[src/hw/rtl/spjt_pkg.sv]
// ----------------------------------------------------------------------------
// Step pulse job tracker package
// Shared widths, event codes and constants for the job tracker and its
// progress divider.
// ----------------------------------------------------------------------------
package spjt_pkg;

  localparam int COUNT_W = 32;
  localparam int MODE_W  = 3;
  localparam int PCT_W   = 7;

  // Quotient bits produced by the serial divider; two more than the percent
  // width so that out-of-range quotients can be seen and capped.
  localparam int QUO_W   = 9;
  // Working width of the divider: holds count * 100 and target << (QUO_W-1).
  localparam int DIV_W   = COUNT_W + QUO_W;
  localparam int STEP_W  = 4;

  localparam logic [PCT_W-1:0] FULL_PERCENT = 7'd100;

  typedef enum logic [MODE_W-1:0] {
    MODE_PULSE      = 3'd0,
    MODE_START      = 3'd1,
    MODE_CONTINUOUS = 3'd2,
    MODE_PAUSE      = 3'd3,
    MODE_RESUME     = 3'd4,
    MODE_ABORT      = 3'd5
  } mode_t;

endpackage

[src/hw/rtl/spjt_if.sv]
// ----------------------------------------------------------------------------
// Step pulse job tracker channels
// Valid/ready channels for events going in and status words coming out.
// ----------------------------------------------------------------------------
interface spjt_in_if;
  logic                         valid;
  logic                         ready;
  logic [spjt_pkg::MODE_W-1:0]  mode;
  logic [spjt_pkg::COUNT_W-1:0] pulse_target;
  logic                         dir_request;

  modport source (output valid, output mode, output pulse_target,
                  output dir_request, input ready);
  modport sink   (input valid, input mode, input pulse_target,
                  input dir_request, output ready);
endinterface

interface spjt_out_if;
  logic                         valid;
  logic                         ready;
  logic [spjt_pkg::COUNT_W-1:0] emitted_count;
  logic [spjt_pkg::PCT_W-1:0]   progress_percent;
  logic                         moving;
  logic                         paused_flag;
  logic                         done_res;
  logic                         continuous_flag;
  logic                         step_direction;

  modport source (output valid, output emitted_count, output progress_percent,
                  output moving, output paused_flag, output done_res,
                  output continuous_flag, output step_direction, input ready);
  modport sink   (input valid, input emitted_count, input progress_percent,
                  input moving, input paused_flag, input done_res,
                  input continuous_flag, input step_direction, output ready);
endinterface

[src/hw/rtl/step_pulse_job_tracker.sv]
// ----------------------------------------------------------------------------
// Step pulse job tracker
// Follows one stepper axis job and reports count, progress and flags for
// every event.
// ----------------------------------------------------------------------------
//
//   Channel   Direction  Handshake          Word
//   in_ch     input      valid / ready      mode, pulse_target, dir_request
//   out_ch    output     valid / ready      count, percent and five flags
//
// Each event passes from acceptance to its status word in these steps: the
// divider is loaded, nine quotient steps run in the subtract/compare unit, the
// sequencer sees the divider finish and the word is registered. The input is
// ready again the cycle after the word is registered.
// Reset (rst_n low, synchronous) clears the job state and empties the output.
// A status word waiting on out_ch does not block the next event; a finished
// result waits only if the previous word has still not been taken.
// ----------------------------------------------------------------------------
module step_pulse_job_tracker (
  input logic        clk,
  input logic        rst_n,
  spjt_in_if.sink    in_ch,
  spjt_out_if.source out_ch
);
  import spjt_pkg::*;

  typedef enum logic [1:0] {
    ST_IDLE,
    ST_LAUNCH,
    ST_WAIT,
    ST_FIN
  } fsm_t;

  fsm_t               fsm_r;

  // Job state as the event sequence leaves it.
  logic [COUNT_W-1:0] target_count_r, target_count_nxt;
  logic [COUNT_W-1:0] pulse_count_r,  pulse_count_nxt;
  logic               dir_bit_r,      dir_bit_nxt;
  logic               run_bit_r,      run_bit_nxt;
  logic               pause_bit_r,    pause_bit_nxt;
  logic               endless_bit_r,  endless_bit_nxt;
  logic               finished_bit_r, finished_bit_nxt;

  // Output register.
  logic               out_valid_r;
  logic [COUNT_W-1:0] out_count_r;
  logic [PCT_W-1:0]   out_pct_r;
  logic               out_moving_r;
  logic               out_paused_r;
  logic               out_done_r;
  logic               out_cont_r;
  logic               out_dir_r;

  logic               in_fire;
  logic               out_free;
  logic               load_out;
  logic               div_start;
  logic               div_done;
  logic [PCT_W-1:0]   div_pct;
  logic [COUNT_W-1:0] pulse_inc;

  assign in_ch.ready = (fsm_r == ST_IDLE);
  assign in_fire     = in_ch.valid && in_ch.ready;
  assign out_free    = !out_valid_r || out_ch.ready;
  assign load_out    = (fsm_r == ST_FIN) && out_free;
  assign div_start   = (fsm_r == ST_LAUNCH);
  assign pulse_inc   = pulse_count_r + 1'b1;

  // Next job state for the event on the input channel.
  always_comb begin
    target_count_nxt = target_count_r;
    pulse_count_nxt  = pulse_count_r;
    dir_bit_nxt      = dir_bit_r;
    run_bit_nxt      = run_bit_r;
    pause_bit_nxt    = pause_bit_r;
    endless_bit_nxt  = endless_bit_r;
    finished_bit_nxt = finished_bit_r;
    case (mode_t'(in_ch.mode))
      MODE_PULSE: begin
        // A counted job clamps at its target and completes there; a
        // continuous job simply wraps.
        if (run_bit_r && !pause_bit_r) begin
          pulse_count_nxt = pulse_inc;
          if (!endless_bit_r && (pulse_inc >= target_count_r)) begin
            pulse_count_nxt  = target_count_r;
            run_bit_nxt      = 1'b0;
            finished_bit_nxt = 1'b1;
          end
        end
      end
      MODE_START: begin
        target_count_nxt = in_ch.pulse_target;
        pulse_count_nxt  = '0;
        dir_bit_nxt      = in_ch.dir_request;
        pause_bit_nxt    = 1'b0;
        endless_bit_nxt  = 1'b0;
        // A job of zero pulses is complete the moment it starts.
        finished_bit_nxt = (in_ch.pulse_target == '0);
        run_bit_nxt      = (in_ch.pulse_target != '0);
      end
      MODE_CONTINUOUS: begin
        target_count_nxt = '0;
        pulse_count_nxt  = '0;
        dir_bit_nxt      = in_ch.dir_request;
        run_bit_nxt      = 1'b1;
        pause_bit_nxt    = 1'b0;
        endless_bit_nxt  = 1'b1;
        finished_bit_nxt = 1'b0;
      end
      MODE_PAUSE: begin
        if (run_bit_r) begin
          pause_bit_nxt = 1'b1;
        end
      end
      MODE_RESUME: begin
        if (run_bit_r) begin
          pause_bit_nxt = 1'b0;
        end
      end
      MODE_ABORT: begin
        // Counts and direction survive an abort.
        run_bit_nxt      = 1'b0;
        pause_bit_nxt    = 1'b0;
        endless_bit_nxt  = 1'b0;
        finished_bit_nxt = 1'b0;
      end
      default: begin
        // Unused codes leave the job untouched and still report status.
      end
    endcase
  end

  // The divider sees the job state after the event has been applied.
  spjt_pct_div u_div (
    .clk     (clk),
    .rst_n   (rst_n),
    .start   (div_start),
    .count   (pulse_count_r),
    .target  (target_count_r),
    .done    (div_done),
    .percent (div_pct)
  );

  always_ff @(posedge clk) begin
    if (!rst_n) begin
      fsm_r          <= ST_IDLE;
      target_count_r <= '0;
      pulse_count_r  <= '0;
      dir_bit_r      <= 1'b0;
      run_bit_r      <= 1'b0;
      pause_bit_r    <= 1'b0;
      endless_bit_r  <= 1'b0;
      finished_bit_r <= 1'b0;
      out_valid_r    <= 1'b0;
    end else begin
      if (in_fire) begin
        target_count_r <= target_count_nxt;
        pulse_count_r  <= pulse_count_nxt;
        dir_bit_r      <= dir_bit_nxt;
        run_bit_r      <= run_bit_nxt;
        pause_bit_r    <= pause_bit_nxt;
        endless_bit_r  <= endless_bit_nxt;
        finished_bit_r <= finished_bit_nxt;
      end

      case (fsm_r)
        ST_IDLE: begin
          if (in_fire) begin
            fsm_r <= ST_LAUNCH;
          end
        end
        ST_LAUNCH: fsm_r <= ST_WAIT;
        ST_WAIT: begin
          if (div_done) begin
            fsm_r <= ST_FIN;
          end
        end
        ST_FIN: begin
          if (out_free) begin
            fsm_r <= ST_IDLE;
          end
        end
        default: fsm_r <= ST_IDLE;
      endcase

      if (load_out) begin
        out_valid_r <= 1'b1;
      end else if (out_ch.ready) begin
        out_valid_r <= 1'b0;
      end
    end
  end

  // Status word payload; loaded from the settled job state and quotient.
  always_ff @(posedge clk) begin
    if (load_out) begin
      out_count_r  <= pulse_count_r;
      out_pct_r    <= (endless_bit_r || (target_count_r == '0)) ? '0 : div_pct;
      out_moving_r <= run_bit_r && !pause_bit_r;
      out_paused_r <= pause_bit_r;
      out_done_r   <= finished_bit_r;
      out_cont_r   <= endless_bit_r;
      out_dir_r    <= dir_bit_r;
    end
  end

  assign out_ch.valid            = out_valid_r;
  assign out_ch.emitted_count    = out_count_r;
  assign out_ch.progress_percent = out_pct_r;
  assign out_ch.moving           = out_moving_r;
  assign out_ch.paused_flag      = out_paused_r;
  assign out_ch.done_res         = out_done_r;
  assign out_ch.continuous_flag  = out_cont_r;
  assign out_ch.step_direction   = out_dir_r;

  // The divider only finishes while the sequencer is waiting on it.
  a_div_done_in_wait: assert property (@(posedge clk) disable iff (!rst_n)
    div_done |-> (fsm_r == ST_WAIT))
    else $error("divider finished outside the wait state");

  // Progress never exceeds a full job.
  a_pct_range: assert property (@(posedge clk) disable iff (!rst_n)
    out_valid_r |-> (out_pct_r <= FULL_PERCENT))
    else $error("progress percent above full scale");

  // A completed job is never reported as still moving.
  a_done_not_moving: assert property (@(posedge clk) disable iff (!rst_n)
    out_valid_r |-> !(out_done_r && out_moving_r))
    else $error("job reported both done and moving");

endmodule

[src/hw/rtl/spjt_pct_div.sv]
// ----------------------------------------------------------------------------
// Progress percent divider
// Restoring divider, one quotient bit per cycle, for count * 100 / target.
// ----------------------------------------------------------------------------
module spjt_pct_div (
  input  logic                         clk,
  input  logic                         rst_n,
  input  logic                         start,
  input  logic [spjt_pkg::COUNT_W-1:0] count,
  input  logic [spjt_pkg::COUNT_W-1:0] target,
  output logic                         done,
  output logic [spjt_pkg::PCT_W-1:0]   percent
);
  import spjt_pkg::*;

  typedef enum logic {
    DIV_IDLE,
    DIV_RUN
  } div_state_t;

  div_state_t        state_r;
  logic [DIV_W-1:0]  rem_r;
  logic [DIV_W-1:0]  dsh_r;
  logic [QUO_W-1:0]  quo_r;
  logic [STEP_W-1:0] step_r;
  logic              done_r;

  logic [DIV_W-1:0]  count_ext;
  logic [DIV_W-1:0]  scaled;
  logic [DIV_W:0]    diff;

  // Times 100 as 64 + 32 + 4.
  assign count_ext = {{(DIV_W-COUNT_W){1'b0}}, count};
  assign scaled    = (count_ext << 6) + (count_ext << 5) + (count_ext << 2);
  assign diff      = {1'b0, rem_r} - {1'b0, dsh_r};

  always_ff @(posedge clk) begin
    if (!rst_n) begin
      state_r <= DIV_IDLE;
      step_r  <= '0;
      done_r  <= 1'b0;
    end else begin
      done_r <= 1'b0;
      case (state_r)
        DIV_IDLE: begin
          if (start) begin
            rem_r   <= scaled;
            dsh_r   <= {1'b0, target, {(QUO_W-1){1'b0}}};
            quo_r   <= '0;
            step_r  <= STEP_W'(QUO_W-1);
            state_r <= DIV_RUN;
          end
        end
        DIV_RUN: begin
          // A clear borrow means the shifted divisor fits.
          quo_r <= {quo_r[QUO_W-2:0], ~diff[DIV_W]};
          if (!diff[DIV_W]) begin
            rem_r <= diff[DIV_W-1:0];
          end
          dsh_r <= dsh_r >> 1;
          if (step_r == '0) begin
            state_r <= DIV_IDLE;
            done_r  <= 1'b1;
          end else begin
            step_r <= step_r - 1'b1;
          end
        end
        default: state_r <= DIV_IDLE;
      endcase
    end
  end

  assign done    = done_r;
  assign percent = (quo_r > QUO_W'(FULL_PERCENT)) ? FULL_PERCENT : quo_r[PCT_W-1:0];

endmodule
[src/flat_wrapper.sv]
// flat-port wrapper written by rule: the top's interface ports become plain ports
module step_pulse_job_tracker_flat import spjt_pkg::*;
  (clk, rst_n, in_ch_valid, in_ch_mode, in_ch_pulse_target, in_ch_dir_request, in_ch_ready, out_ch_valid, out_ch_emitted_count, out_ch_progress_percent, out_ch_moving, out_ch_paused_flag, out_ch_done_res, out_ch_continuous_flag, out_ch_step_direction, out_ch_ready);
  spjt_in_if in_ch_i ();
  spjt_out_if out_ch_i ();
  input logic clk;
  input logic rst_n;
  input wire logic [$bits(in_ch_i.valid)-1:0] in_ch_valid;
  input wire logic [$bits(in_ch_i.mode)-1:0] in_ch_mode;
  input wire logic [$bits(in_ch_i.pulse_target)-1:0] in_ch_pulse_target;
  input wire logic [$bits(in_ch_i.dir_request)-1:0] in_ch_dir_request;
  output wire logic [$bits(in_ch_i.ready)-1:0] in_ch_ready;
  output wire logic [$bits(out_ch_i.valid)-1:0] out_ch_valid;
  output wire logic [$bits(out_ch_i.emitted_count)-1:0] out_ch_emitted_count;
  output wire logic [$bits(out_ch_i.progress_percent)-1:0] out_ch_progress_percent;
  output wire logic [$bits(out_ch_i.moving)-1:0] out_ch_moving;
  output wire logic [$bits(out_ch_i.paused_flag)-1:0] out_ch_paused_flag;
  output wire logic [$bits(out_ch_i.done_res)-1:0] out_ch_done_res;
  output wire logic [$bits(out_ch_i.continuous_flag)-1:0] out_ch_continuous_flag;
  output wire logic [$bits(out_ch_i.step_direction)-1:0] out_ch_step_direction;
  input wire logic [$bits(out_ch_i.ready)-1:0] out_ch_ready;
  assign in_ch_i.valid = in_ch_valid;
  assign in_ch_i.mode = in_ch_mode;
  assign in_ch_i.pulse_target = in_ch_pulse_target;
  assign in_ch_i.dir_request = in_ch_dir_request;
  assign in_ch_ready = in_ch_i.ready;
  assign out_ch_valid = out_ch_i.valid;
  assign out_ch_emitted_count = out_ch_i.emitted_count;
  assign out_ch_progress_percent = out_ch_i.progress_percent;
  assign out_ch_moving = out_ch_i.moving;
  assign out_ch_paused_flag = out_ch_i.paused_flag;
  assign out_ch_done_res = out_ch_i.done_res;
  assign out_ch_continuous_flag = out_ch_i.continuous_flag;
  assign out_ch_step_direction = out_ch_i.step_direction;
  assign out_ch_i.ready = out_ch_ready;
  step_pulse_job_tracker u_core (.clk(clk), .rst_n(rst_n), .in_ch(in_ch_i), .out_ch(out_ch_i));
endmodule
[config.mk]
export PLATFORM = sky130hd
export DESIGN_NAME = step_pulse_job_tracker_flat
export DESIGN_NICKNAME = d
export VERILOG_FILES = /design/src/hw/rtl/spjt_pkg.sv /design/src/hw/rtl/spjt_if.sv /design/src/hw/rtl/step_pulse_job_tracker.sv /design/src/hw/rtl/spjt_pct_div.sv /design/src/flat_wrapper.sv
export SDC_FILE = /design/constraint.sdc
export NUM_CORES = 1
export LEC_CHECK = 0
export ABC_AREA = 1
export BUFFER_PORTS_ARGS = -buffer_cell sky130_fd_sc_hd__buf_2
export CAP_MARGIN = 20
export CORE_MARGIN = 1.5
export CORE_UTILIZATION = 50
export CTS_BUF_LIST = sky130_fd_sc_hd__clkbuf_8
export CTS_CLUSTER_DIAMETER = 80
export DETAILED_ROUTE_END_ITERATION = 12
export PLACE_DENSITY_LB_ADDON = 0.08
export SYNTH_ARGS = -nofsm -noshare
export SYNTH_HDL_FRONTEND = slang
export SYNTH_SLANG_ARGS = --single-unit
[constraint.sdc]
create_clock -name clk -period 11.6 [get_ports clk]
set_input_delay 1.16 -clock clk [delete_from_list [all_inputs] [get_ports clk]]
set_output_delay 1.16 -clock clk [all_outputs]
set_load 0.02 [all_outputs]
Word level (Yosys, flattened, before mapping)
Cells that the tools add are included.

operators by class
  add/sub/neg operators = 5
  multipliers = 0
  div/mod/pow operators = 0
  order comparisons = 2
  equality and inequality tests = 18
  shifts and indexed selects = 0
  multiplexer cells = 35
  bitwise logic cells = 2
  reduce and logical (&&, ||, !) cells = 39

operators by type and width
  cell                                                            count
  one-hot mux 41 bit (2 select lines)                             2
  one-hot mux 32 bit (2 select lines)                             2
  2-to-1 mux 41 bit                                               3
  zero test 32 bit                                                2
  2-to-1 mux 32 bit                                               2
  subtractor 41 x 41 -> 42 bit                                    1
  adder 39 x 34 -> 40 bit                                         1
  adder 38 x 37 -> 39 bit                                         1
  adder 32 x 1 -> 32 bit (second input constant)                  1
  greater-or-equal comparator 32 bit                              1
  nonzero test 32 bit                                             1
  one-hot mux 9 bit (2 select lines)                              1
  inequality test 2 x 1 -> 1 bit (second input constant)          6
  AND reduction 2 bit                                             6
  AND reduction 4 bit                                             3
  2-to-1 mux 1 bit                                                11
  greater-than comparator 9 x 7 -> 1 bit (second input constant)  1
  2-to-1 mux 9 bit                                                1
  AND reduction 3 bit                                             3
  2-to-1 mux 4 bit                                                2
  inequality test 2 bit (second input constant)                   4
  one-hot mux 2 bit (4 select lines)                              1
  one-hot mux 4 bit (2 select lines)                              1
  nonzero test 2 bit                                              4
  other kinds (22)                                                40

word-level totals
  flip-flop bits (word level) = 213
  bits in latches = 0
  RAM bits = 0
  bits in read-only memories = 0
  bits of input ports = 40
  word-level logic and storage cells = 124
  memories kept = 0

Depth between registers and ports, before layout
Gate-level depths: netlist of run 1.

  word-level depth = 6
  gate-level depth with buffers = 22
  mapped depth without buffers = 22

Hierarchy
Synthesis of run 1 repeated with hierarchy kept, for this count alone.

unflattened totals
  cell total of the unflattened synthesis = 2,344
  area total of the unflattened synthesis = 16,681.0 um^2

modules (own cells, without submodules)
  module                  instances  cells an instance  area each (um^2)  seq. area each (um^2)
  spjt_pct_div            1          1,514              10,002.1          2,822.7
  step_pulse_job_tracker  1          830                6,678.9           2,762.6

Least setup slack after synthesis of run 1
OpenSTA, ideal clock, no wires.

  path kind = input port to flip-flop
  start = in rst_n
  end = reg u_core.u_div.rem_r[0] (enable)
  setup time = 0.396 ns
  arrival time = 4.939 ns
  slack = 6.266 ns
  stages = 4
  path buffers = 0
  cell sequence = inv_2 -> a21oi_1 -> o21ai_0 -> inv_1

between the ends
  word-level cells in the longest chain between the ends = 1

ends and longest elaborated chain
  item                                  line                RTL
  from (decl)                           flat_wrapper.sv:7   input logic rst_n;
  AND reduction 3 bit (no source line)  -
  to (signal assigned)                  spjt_pct_div.sv:47  rem_r <= scaled;
  to (signal assigned)                  spjt_pct_div.sv:58  rem_r <= diff[DIV_W-1:0];
  to (decl)                             spjt_pct_div.sv:22  logic [DIV_W-1:0] rem_r;

Every way passes these cells.
A chain may end at the register's enable or synchronous reset.

Worst setup path after layout of run 1
  start = reg u_core.pulse_count_r[16]
  end = reg u_core.run_bit_r

between the ends
  word-level cells in the longest chain between the ends = 5

ends and longest elaborated chain
  item                                             line                           RTL
  from (decl)                                      step_pulse_job_tracker.sv:38   logic [COUNT_W-1:0] pulse_count_r, pulse_count_nxt;
  from (signal assigned)                           step_pulse_job_tracker.sv:159  pulse_count_r <= pulse_count_nxt;
  adder 32 x 1 -> 32 bit                           step_pulse_job_tracker.sv:68   assign pulse_inc = pulse_count_r + 1'b1;
  greater-or-equal comparator 32 bit               step_pulse_job_tracker.sv:85   if (!endless_bit_r && (pulse_inc >= target_count_r)) begin
  logical AND 1 bit                                step_pulse_job_tracker.sv:85
  inequality test 2 x 1 -> 1 bit (no source line)  -
  AND reduction 4 bit (no source line)             -
  to (signal assigned)                             step_pulse_job_tracker.sv:161  run_bit_r <= run_bit_nxt;
  to (decl)                                        step_pulse_job_tracker.sv:40   logic run_bit_r, run_bit_nxt;

Every way passes these cells.

==> results.yml, run 1 <==
synthesis:
  ys_top_cells_by_area: "edfxtp_1, ha_1, nand2_1"
  yosysTopAreaCell: "edfxtp_1"
  syn_inst: 2034
  yosysWarnings: 0
  synth_enable_flop_cells: 134
  synth_top_area_share_pct: 25.2
  netlist-cell-type-count: 53
  netlist_area_um2: 15900
  syn_avg_cell_area_um2: 7.84
  seq_area_frac_synth_pct: 35.0
  synth_seq_cells: 212
  syn_nets: 2246
  synth_async_sr_flop_share_pct: 0
  synthFlopType: "edfxtp_1"
worst_setup_path:
  crit_type: "register to register"
  critPathCaptureType: "register"
  arrival_ns: 4.81
  crit_fanout: 33
  start_kind: "register"
  cp.required_ns: 12.06
layout:
  final_nets: 2334
  layout.cells.non_filler: 2555
  antenna_cells: 0
  fillers: 3098
  layout-drive-gt1-share_pct: 11.6
  syn2layout_area_growth_pct: 9.96
  fin_util_pct: 55.7
global_route:
  grt_pass1_vias: 13741
  grt_usage_pct: 28.9
  grt_overflow: 0
  grt_max_degree: 73
  antenna_found_initial: 3
  grt_pass1_wl_um: 73900
clocking:
  clockBufferDepth: 3
  cts_root_buffer: "clkbuf_8"
  cts_tree: "built"
  cts_sinks: 212
  htree_levels: 2
  cts_resized: 0
  clk_latency_ns: 0.60
  cts_setup_buffers: 0
  ctsHoldBuffers: 0
  clk_pin_slew_ns: 0.06
  cts_made_buffers: 41
floorplanning:
  start_util_pct: 50.7
  die-area_um2: 33000
  ioPinCount: 86
  rows: 65
  coreArea_um2: 31500
  floorplan.die.height_um: 182
  die-width_um: 182
route:
  wl_per_cell_um: 18.6
  postRouteAntennaNets: 0
  drt_iter0_drc: 1105
  viasPerCell: 5.52
  drcViolationCount: 0
  num_vias: 14100
  drtPass1Iterations: 5
  drt-total-wl_um: 47500
power:
  leakage_nw: 8.00
  powerDensity_nw_per_um2: 204
  p_seq_share_pct: 31.6
  switching_share_pct: 45.3
  pwr-share-comb_pct: 47.5
  irDropWorstVdd_v: 0.000143
  p_clk_share_pct: 20.9
  intPower_mw: 1.96
  power_mw: 3.58
  p_sw_mw: 1.62
sta:
  fmax_mhz: 230
  relSlewSlack_pct: 31.4
  finalHoldViolations: 0
  finalSetupTns_ns: 0
  rsz0062_at_grt: "false"
  period_minus_slack_ns: 4.35
  clock_skew_ns: 0.0442
  slew_violations: 0
  finalCritPeriodShare_pct: 37.5
  max_slew.worst_pin.slew_ns: 1.03
  setup_viol: 0
place:
  port_buffers: 85
  dp_hpwl_um: 36800
  dp.cells: 2481
  routabilityCongestion: 0.947
outcome:
  status: "finished, final reports clean"
job:
  max_cap_violations: 0
worst_hold_path:
  min_path_type: "register to register"
-- per-layer routing --
layer | routed length (µm) | vias up | track usage [%]
met5 | 0 | - | 0
met4 | 1270 | 0 | 8.93
met3 | 2340 | 79 | 3.33
met2 | 22200 | 350 | 48.4
met1 | 21600 | 6594 | 39.1
li1 | - | 7077 | -
-- per-stage QoR --
stage | hold slack [ns] | instance area, µm² | worst slack [ns]
2_1_floorplan | 0.408 | 15900 | 6.27
3_3_place_gp | 0.415 | 16700 | 7.35
3_5_place_dp | 0.430 | 16700 | 7.34
4_1_cts | 0.444 | 17500 | 7.29
5_1_grt | 0.457 | 17500 | 6.89
6_report | 0.441 | 17500 | 7.25
-- critical path, cell delays in order (launching register included) --
cell and delay, ns:
dfxtp_1 0.58, ha_1 0.25, nand2_1 0.11, nor2_1 0.13, nand4_1 0.14, nor4_1 0.54, xnor2_1 0.23, inv_1 0.07
ha_1 0.29, nand2_1 0.07, nor2_1 0.14, nand4_1 0.12, a21oi_1 0.13, nor2_1 0.06, nand2_2 0.49, nand2_4 0.38
nand2_1 0.24, nand3_1 0.10, nand2_1 0.08, nor2_1 0.04
-- logic make-up after synthesis --
logic type,synth area share (%)
buffers and inverters,8.01
AO/OA/AOI/OAI,16.4
XOR/XNOR,2.47
multiplexers,0.133
flip-flops,35.0
AND/OR/NAND/NOR,23.1
adder cells (fa/ha/maj),14.9
-- power by group through the flow --
stage               logic, mW  registers (mW)  clock network, mW
CTS                      1.69            1.13              0.765
global route             1.92            1.15              0.793
detailed placement       1.68            1.15                  0
finish                   1.70            1.13              0.748
global placement         1.67            1.14                  0
floorplan                1.28            1.12                  0
-- sequential cells by signal (all words and copies together) (netlist names), 2 cells and up --
| signal | cells |
|---|---|
| u_core.fsm_r | 2 |
| u_core.out_ch.emitted_count | 32 |
| u_core.u_div.step_r | 4 |
| u_core.u_div.quo_r | 9 |
| u_core.out_ch.progress_percent | 7 |
| u_core.pulse_count_r | 32 |
| u_core.u_div.dsh_r | 40 |
| u_core.u_div.rem_r | 41 |
| u_core.target_count_r | 32 |
-- area by class of cell --
cell class,instances,area (µm²),area share [%]
inverter,273,1020,5.84
sequential,212,5590,31.9
tap,402,503,2.87
timing repair buffer,95,500,2.85
multi-input combinational,1499,9120,52.0
clock inverter,31,208,1.18
clock buffer,43,592,3.37
-- path summary, 6_finish.rpt --
| path | start | to | slack (ns) | cells after the start |
|---|---|---|---|---|
| min reg2reg | u_core.dir_bit_r$_SDFFE_PN0P_ | u_core.out_ch.step_direction$_DFFE_PP_ | 0.44 | 0 |
| max reg2reg | u_core.pulse_count_r[16]$_SDFFE_PN0P_ | u_core.run_bit_r$_SDFFE_PN0P_ | 7.25 | 19 |
| max | u_core.pulse_count_r[16]$_SDFFE_PN0P_ | u_core.run_bit_r$_SDFFE_PN0P_ | 7.25 | 19 |
| min | u_core.dir_bit_r$_SDFFE_PN0P_ | u_core.out_ch.step_direction$_DFFE_PP_ | 0.44 | 0 |
-- synthesized netlist by cell type (22+ instances only) --
cell type / n
a211oi_2: 32
a21oi_1: 205
clkbuf_1: 25
dfxtp_1: 78
edfxtp_1: 134
fa_1: 30
ha_1: 142
inv_1: 258
nand2_1: 425
nand3_1: 136
nand4_1: 28
nor2_1: 164
nor3_1: 23
nor4_1: 22
o21ai_0: 126
xor2_1: 32
-- cells in the final DEF (no fill, tap or decap), drive strengths merged, types with 2 or more instances in the layout --
master     n
a211oi    34
a21boi     5
a21o       9
a21oi    211
a31oi      9
buf       95
bufinv     3
clkbuf    43
clkinv    15
dfxtp     78
edfxtp   134
fa        30
ha       142
inv      285
nand2    437
nand3    138
nand3b     9
nand4     28
nor2     170
nor3      31
nor4      23
o2111ai    2
o211ai     6
o21a       7
o21ai    146
o21bai     5
or2        4
xnor2     13
xor2      32
(Power assumes the default switching activity.)
==> inputs of run 2 (changes only) <==
==> constraint.sdc (replaced) <==
create_clock -name clk -period 3.7 [get_ports clk]
set_input_delay 0.37 -clock clk [delete_from_list [all_inputs] [get_ports clk]]
set_output_delay 0.37 -clock clk [all_outputs]
set_load 0.02 [all_outputs]
==> run 2 against run 1 <==
  * Hold slack worse by 0.33 ns
  * Register-to-register slack worse by 6.9 ns
  * Core utilization is 0.85 points higher
  * Count of clock-buffer cells in the layout is 6 higher
  * Global-route usage is 0.10 points lower
  * Fmax is 29% higher
  * Critical path type unchanged
  * Critical endpoint is now u_core.u_div.rem_r[36]$_DFFE_PP_
  * Largest power group unchanged
==> results.yml, run 2 (synthesized netlist as in run 1, its figures left out) <==
place:
  port_buffers: 85
  dp_hpwl_um: 36500
  routabilityCongestion: 1.00
floorplanning:
  die-area_um2: 33000
  coreArea_um2: 31500
  rows: 65
  die-width_um: 182
  start_util_pct: 50.7
  ioPinCount: 86
  floorplan.die.height_um: 182
clocking:
  cts_made_buffers: 39
  htree_levels: 2
  cts_sinks: 212
  clockBufferDepth: 3
  cts_root_buffer: "clkbuf_8"
  clk_pin_slew_ns: 0.06
  clk_latency_ns: 0.57
  cts_setup_buffers: 0
  cts_tree: "built"
job:
  max_cap_violations: 0
worst_hold_path:
  min_path_type: "input pin to register"
route:
  viasPerCell: 5.59
  postRouteAntennaNets: 0
  drt_iter0_drc: 1134
  drcViolationCount: 0
  drtPass1Iterations: 6
  drt-total-wl_um: 46900
  wl_per_cell_um: 18.2
  num_vias: 14452
layout:
  largest_reg_flops: 41
  final_nets: 2365
  ff_latch_area_um2: 5590
  fillers: 3049
  largestRegisters: "u_core.u_div.rem_r x41, u_core.u_div.dsh_r x40"
  syn2layout_area_growth_pct: 11.6
  top_register: "u_core.u_div.rem_r"
  final_common_cell: "nand2_1"
  fin_util_pct: 56.6
  layout-drive-gt1-share_pct: 13.0
  multi_input_area_um2: 9140
  layout_common_cells: "nand2_1, inv_1, a21oi_1"
worst_setup_path:
  critPathCaptureType: "register"
  start_kind: "register"
  cp.required_ns: 4.00
  crit_fanout: 5
  crit_type: "register to register"
  arrival_ns: 3.68
sta:
  finalCritPeriodShare_pct: 91.4
  period_minus_slack_ns: 3.38
  finalSetupTns_ns: 0
  rsz0062_at_grt: "false"
  setup_viol: 0
  finalHoldViolations: 0
  fmax_mhz: 296
  relSlewSlack_pct: 30.9
  slew_violations: 0
  max_slew.worst_pin.slew_ns: 1.04
  clock_skew_ns: 0.0354
power:
  irDropWorstVdd_v: 0.000564
  leakage_nw: 8.17
  powerDensity_nw_per_um2: 638
global_route:
  grt_usage_pct: 28.8
  grt_max_degree: 73
  grt_pass1_vias: 14090
  grt_overflow: 0
  grt_pass1_wl_um: 74300
  antenna_found_initial: 0
outcome:
  status: "finished, final reports clean"
## run 2: timing repair
item                                    CTS  global route
endpoints found under the setup margin    0            34
hold buffers                              0             0
gates resized for setup                   0             6
## run 2: layout make-up
class	instances	share of cell area [%]
Clock inverter	20	0.583
Multi-Input combinational cell	1499	51.3
Timing Repair Buffer	128	4.27
Antenna cell	1	0.0141
Inverter	273	5.76
Tap cell	402	2.83
Clock buffer	49	3.79
Sequential cell	212	31.4
## run 2: through the flow
stage	total power, mW	hold WS (ns)	std cells	instance area, µm²	worst slack, ns
global placement	8.98	0.417	2514	17000	0.196
CTS	11.4	0.0967	2583	17800	0.138
floorplan	7.54	0.408	2034	16000	0.462
global route	12.3	0.127	2583	17800	0.0245
detailed placement	9.07	0.420	2514	17000	0.146
finish	11.4	0.116	2584	17800	0.320
## run 2: routing by layer
| layer | GRT usage (%) | part of all wire [%] | vias up |
|---|---|---|---|
| met5 | 0 | 0 | - |
| met4 | 9.23 | 2.6 | 0 |
| li1 | - | - | 7136 |
| met2 | 48.1 | 47 | 414 |
| met1 | 39.0 | 45 | 6823 |
| met3 | 3.11 | 5.2 | 79 |
## run 2: final timing paths
path,start,end,slack (ns),cells past startpoint
worst max register to register,u_core.pulse_count_r[1]$_SDFFE_PN0P_,u_core.u_div.rem_r[36]$_DFFE_PP_,0.32,17
worst min-delay path,in_ch_dir_request,u_core.dir_bit_r$_SDFFE_PN0P_,0.12,3
worst max-delay path,u_core.pulse_count_r[1]$_SDFFE_PN0P_,u_core.u_div.rem_r[36]$_DFFE_PP_,0.32,17
worst min register to register,u_core.dir_bit_r$_SDFFE_PN0P_,u_core.out_ch.step_direction$_DFFE_PP_,0.43,0
## run 2: worst max-delay path, cell delays in order (launching register included)
cell      delay [ns]
dfxtp_1         0.33
buf_4           0.18
fa_1            0.52
ha_1            0.20
inv_1           0.10
fa_1            0.40
inv_1           0.09
nand2_1         0.08
o21ai_2         0.25
a21boi_2        0.12
o21ai_2         0.21
nand2_1         0.09
nand2_1         0.16
nand2_1         0.12
nand2_1         0.08
nand2_1         0.04
nand3_1         0.10
nand2_1         0.06
## run 2: report_power, final
part	switching (mW)	total, mW	internal [mW]	leakage, nW
combinational	3.89	5.69	1.80	5.82
clock	0.998	2.25	1.25	0.450
sequential	0.246	3.41	3.17	1.90
total	5.13	11.4	6.22	8.17
==> inputs of run 3 (changes only) <==
--- a/config.mk
+++ b/config.mk
@@ -13,6 +13,7 @@
 export CTS_BUF_LIST = sky130_fd_sc_hd__clkbuf_8
 export CTS_CLUSTER_DIAMETER = 80
 export DETAILED_ROUTE_END_ITERATION = 12
+export GPL_TIMING_DRIVEN = 0
 export PLACE_DENSITY_LB_ADDON = 0.08
 export SYNTH_ARGS = -nofsm -noshare
 export SYNTH_HDL_FRONTEND = slang
==> constraint.sdc (replaced) <==
create_clock -name clk -period 4.25 [get_ports clk]
set_input_delay 0.425 -clock clk [delete_from_list [all_inputs] [get_ports clk]]
set_output_delay 0.425 -clock clk [all_outputs]
set_load 0.02 [all_outputs]
==> run 3 against run 2 <==
  * Hold slack gained 0.034 ns
  * Sequential share of layout area grew 0.095 points
  * Clock skew shrank 0.0079 ns
  * Global-route usage grew 1.5 points
  * Die area is the same
  * Setup slack lost 0.012 ns
  * Cell area shrank 0.41%
  * Wire length grew 5.2%
  * Largest cell class unchanged
  * Largest power group unchanged
==> results.yml, run 3 (synthesized netlist as in run 1, its figures left out) <==
worst_setup_path:
  crit_type: "register to register"
  crit_fanout: 10
  arrival_ns: 4.36
  start_kind: "register"
  worstPathCellList: "ha_1 -> nand2_2 -> nor2_4 -> nand2_2 -> inv_2 -> nand2_2 -> nor2_4 -> nand4_1 -> xor2_1 -> inv_1 -> ha_1 -> a21oi_1 -> nor2_1 -> nor3b_1 -> nand2_1 -> nor2_1 -> nand2_2 -> nand2_4 -> buf_6 -> nand2_1 -> nand3_1 -> a21oi_1"
  cpPeakStageDelay_ns: 0.72
  critPathCaptureType: "register"
  cp.required_ns: 4.66
  slowest_stage: "dfxtp_1"
  crit_top_cell: "nand2_2"
outcome:
  status: "finished, final reports clean"
sta:
  setup_ws_ns: 0.308
  finalCritPeriodShare_pct: 92.8
  max_slew.worst_pin.slew_ns: 0.958
  finalHoldViolations: 0
  fmax_mhz: 254
  finalSetupTns_ns: 0
  period_minus_slack_ns: 3.94
  setup_viol: 0
  slew_violations: 0
  clock_skew_ns: 0.0274
  rsz0062_at_grt: "false"
  relSlewSlack_pct: 36.0
global_route:
  grt_usage_pct: 30.3
  grt_pass1_wl_um: 76600
  antenna_found_initial: 0
  grt_max_degree: 40
  grt_overflow: 0
  grt_pass1_vias: 14053
job:
  max_cap_violations: 0
power:
  power_mw: 10.0
  irDropWorstVdd_v: 0.000370
  powerDensity_nw_per_um2: 566
  leakage_nw: 8.07
clocking:
  cts_made_buffers: 40
  cts_setup_buffers: 0
  cts_sinks: 212
  clk_latency_ns: 0.58
  clk_pin_slew_ns: 0.06
  cts_root_buffer: "clkbuf_8"
  htree_levels: 2
  cts_tree: "built"
  clockBufferDepth: 3
place:
  dp.cells: 2523
  dp_hpwl_um: 39900
  routabilityCongestion: 0.951
  pre_cts_ws_ns: 0.293
  port_buffers: 84
  dpl_cell_area_um2: 17000
route:
  drcViolationCount: 0
  wl_per_cell_um: 19.0
  postRouteAntennaNets: 0
  num_vias: 14321
  drt_iter0_drc: 906
  viasPerCell: 5.52
  drt-total-wl_um: 49300
  drtPass1Iterations: 5
layout:
  layout_common_cells: "nand2_1, inv_1, a21oi_1"
  layout.cells.non_filler: 2594
  ff_latch_area_um2: 5590
  largest_reg_flops: 41
  fillers: 3084
  postLayoutCellArea_um2: 17700
  multi_input_area_um2: 9110
  syn2layout_area_growth_pct: 11.2
  final_nets: 2375
  largestRegisters: "u_core.u_div.rem_r x41, u_core.u_div.dsh_r x40"
  layout-drive-gt1-share_pct: 11.9
  top_register: "u_core.u_div.rem_r"
  final_common_cell: "nand2_1"
floorplanning:
  coreArea_um2: 31500
  floorplan.die.height_um: 182
  die-area_um2: 33000
  die-width_um: 182
  ioPinCount: 86
  start_util_pct: 50.7
  rows: 65
worst_hold_path:
  min_path_type: "input pin to register"
-- run 3: critical path: cells and delay by family (launching register included) --
family                   cells  cell delay [ns]
AO/OA/AOI/OAI                2             0.22
flip-flops                   1             0.72
AND/OR/NAND/NOR             14             1.76
adder cells (fa/ha/maj)      2             0.51
XOR/XNOR                     1             0.22
buffers and inverters        3             0.35
-- run 3: where the power goes --
part           total, mW  internal [mW]  leakage (nW)  switching (mW)
combinational       5.03           1.62          5.74            3.41
sequential          3.03           2.75          1.89           0.276
clock               1.97           1.06         0.434           0.919
-- run 3: area by class of cell --
cell class                 count  share of cell area, %
multi-input combinational   1499                   51.4
sequential                   212                   31.5
inverter                     273                   5.78
clock buffer                  43                   3.34
tap                          402                   2.84
timing repair buffer          87                   2.71
buffer                        50                   1.43
clock inverter                27                  0.981
antenna                        1                 0.0141
-- run 3: path summary, 6_finish.rpt --
| kind | startpoint | slack, ns | to | cells after the start |
|---|---|---|---|---|
| hold / removal | in_ch_dir_request | 0.15 | u_core.dir_bit_r$_SDFFE_PN0P_ | 3 |
| setup reg to reg | u_core.pulse_count_r[0]$_SDFFE_PN0P_ | 0.31 | u_core.pulse_count_r[0]$_SDFFE_PN0P_ | 22 |
| hold reg to reg | u_core.dir_bit_r$_SDFFE_PN0P_ | 0.44 | u_core.out_ch.step_direction$_DFFE_PP_ | 0 |
| setup / recovery | u_core.pulse_count_r[0]$_SDFFE_PN0P_ | 0.31 | u_core.pulse_count_r[0]$_SDFFE_PN0P_ | 22 |
-- run 3: what timing repair did --
action / in CTS / in global routing
hold buffers: 0 / 0
gates resized for setup: 0 / 1
endpoints found under the setup margin: 0 / 1
-- run 3: metrics by stage --
stage	util, %	hold WS, ns
2_1_floorplan	-	0.408
3_3_place_gp	53.6	0.418
3_5_place_dp	53.9	0.425
4_1_cts	56.3	0.133
5_1_grt	56.3	0.175
6_report	56.3	0.150
-- run 3: per-layer routing --
| layer | routed length [µm] | up-vias | GRT usage [%] |
|---|---|---|---|
| met3 | 1900 | 81 | 3.65 |
| met2 | 24200 | 352 | 53.5 |
| met4 | 1440 | 0 | 9.90 |
| met1 | 21900 | 6719 | 38.5 |
| met5 | 0 | - | 0 |
| li1 | - | 7169 | - |
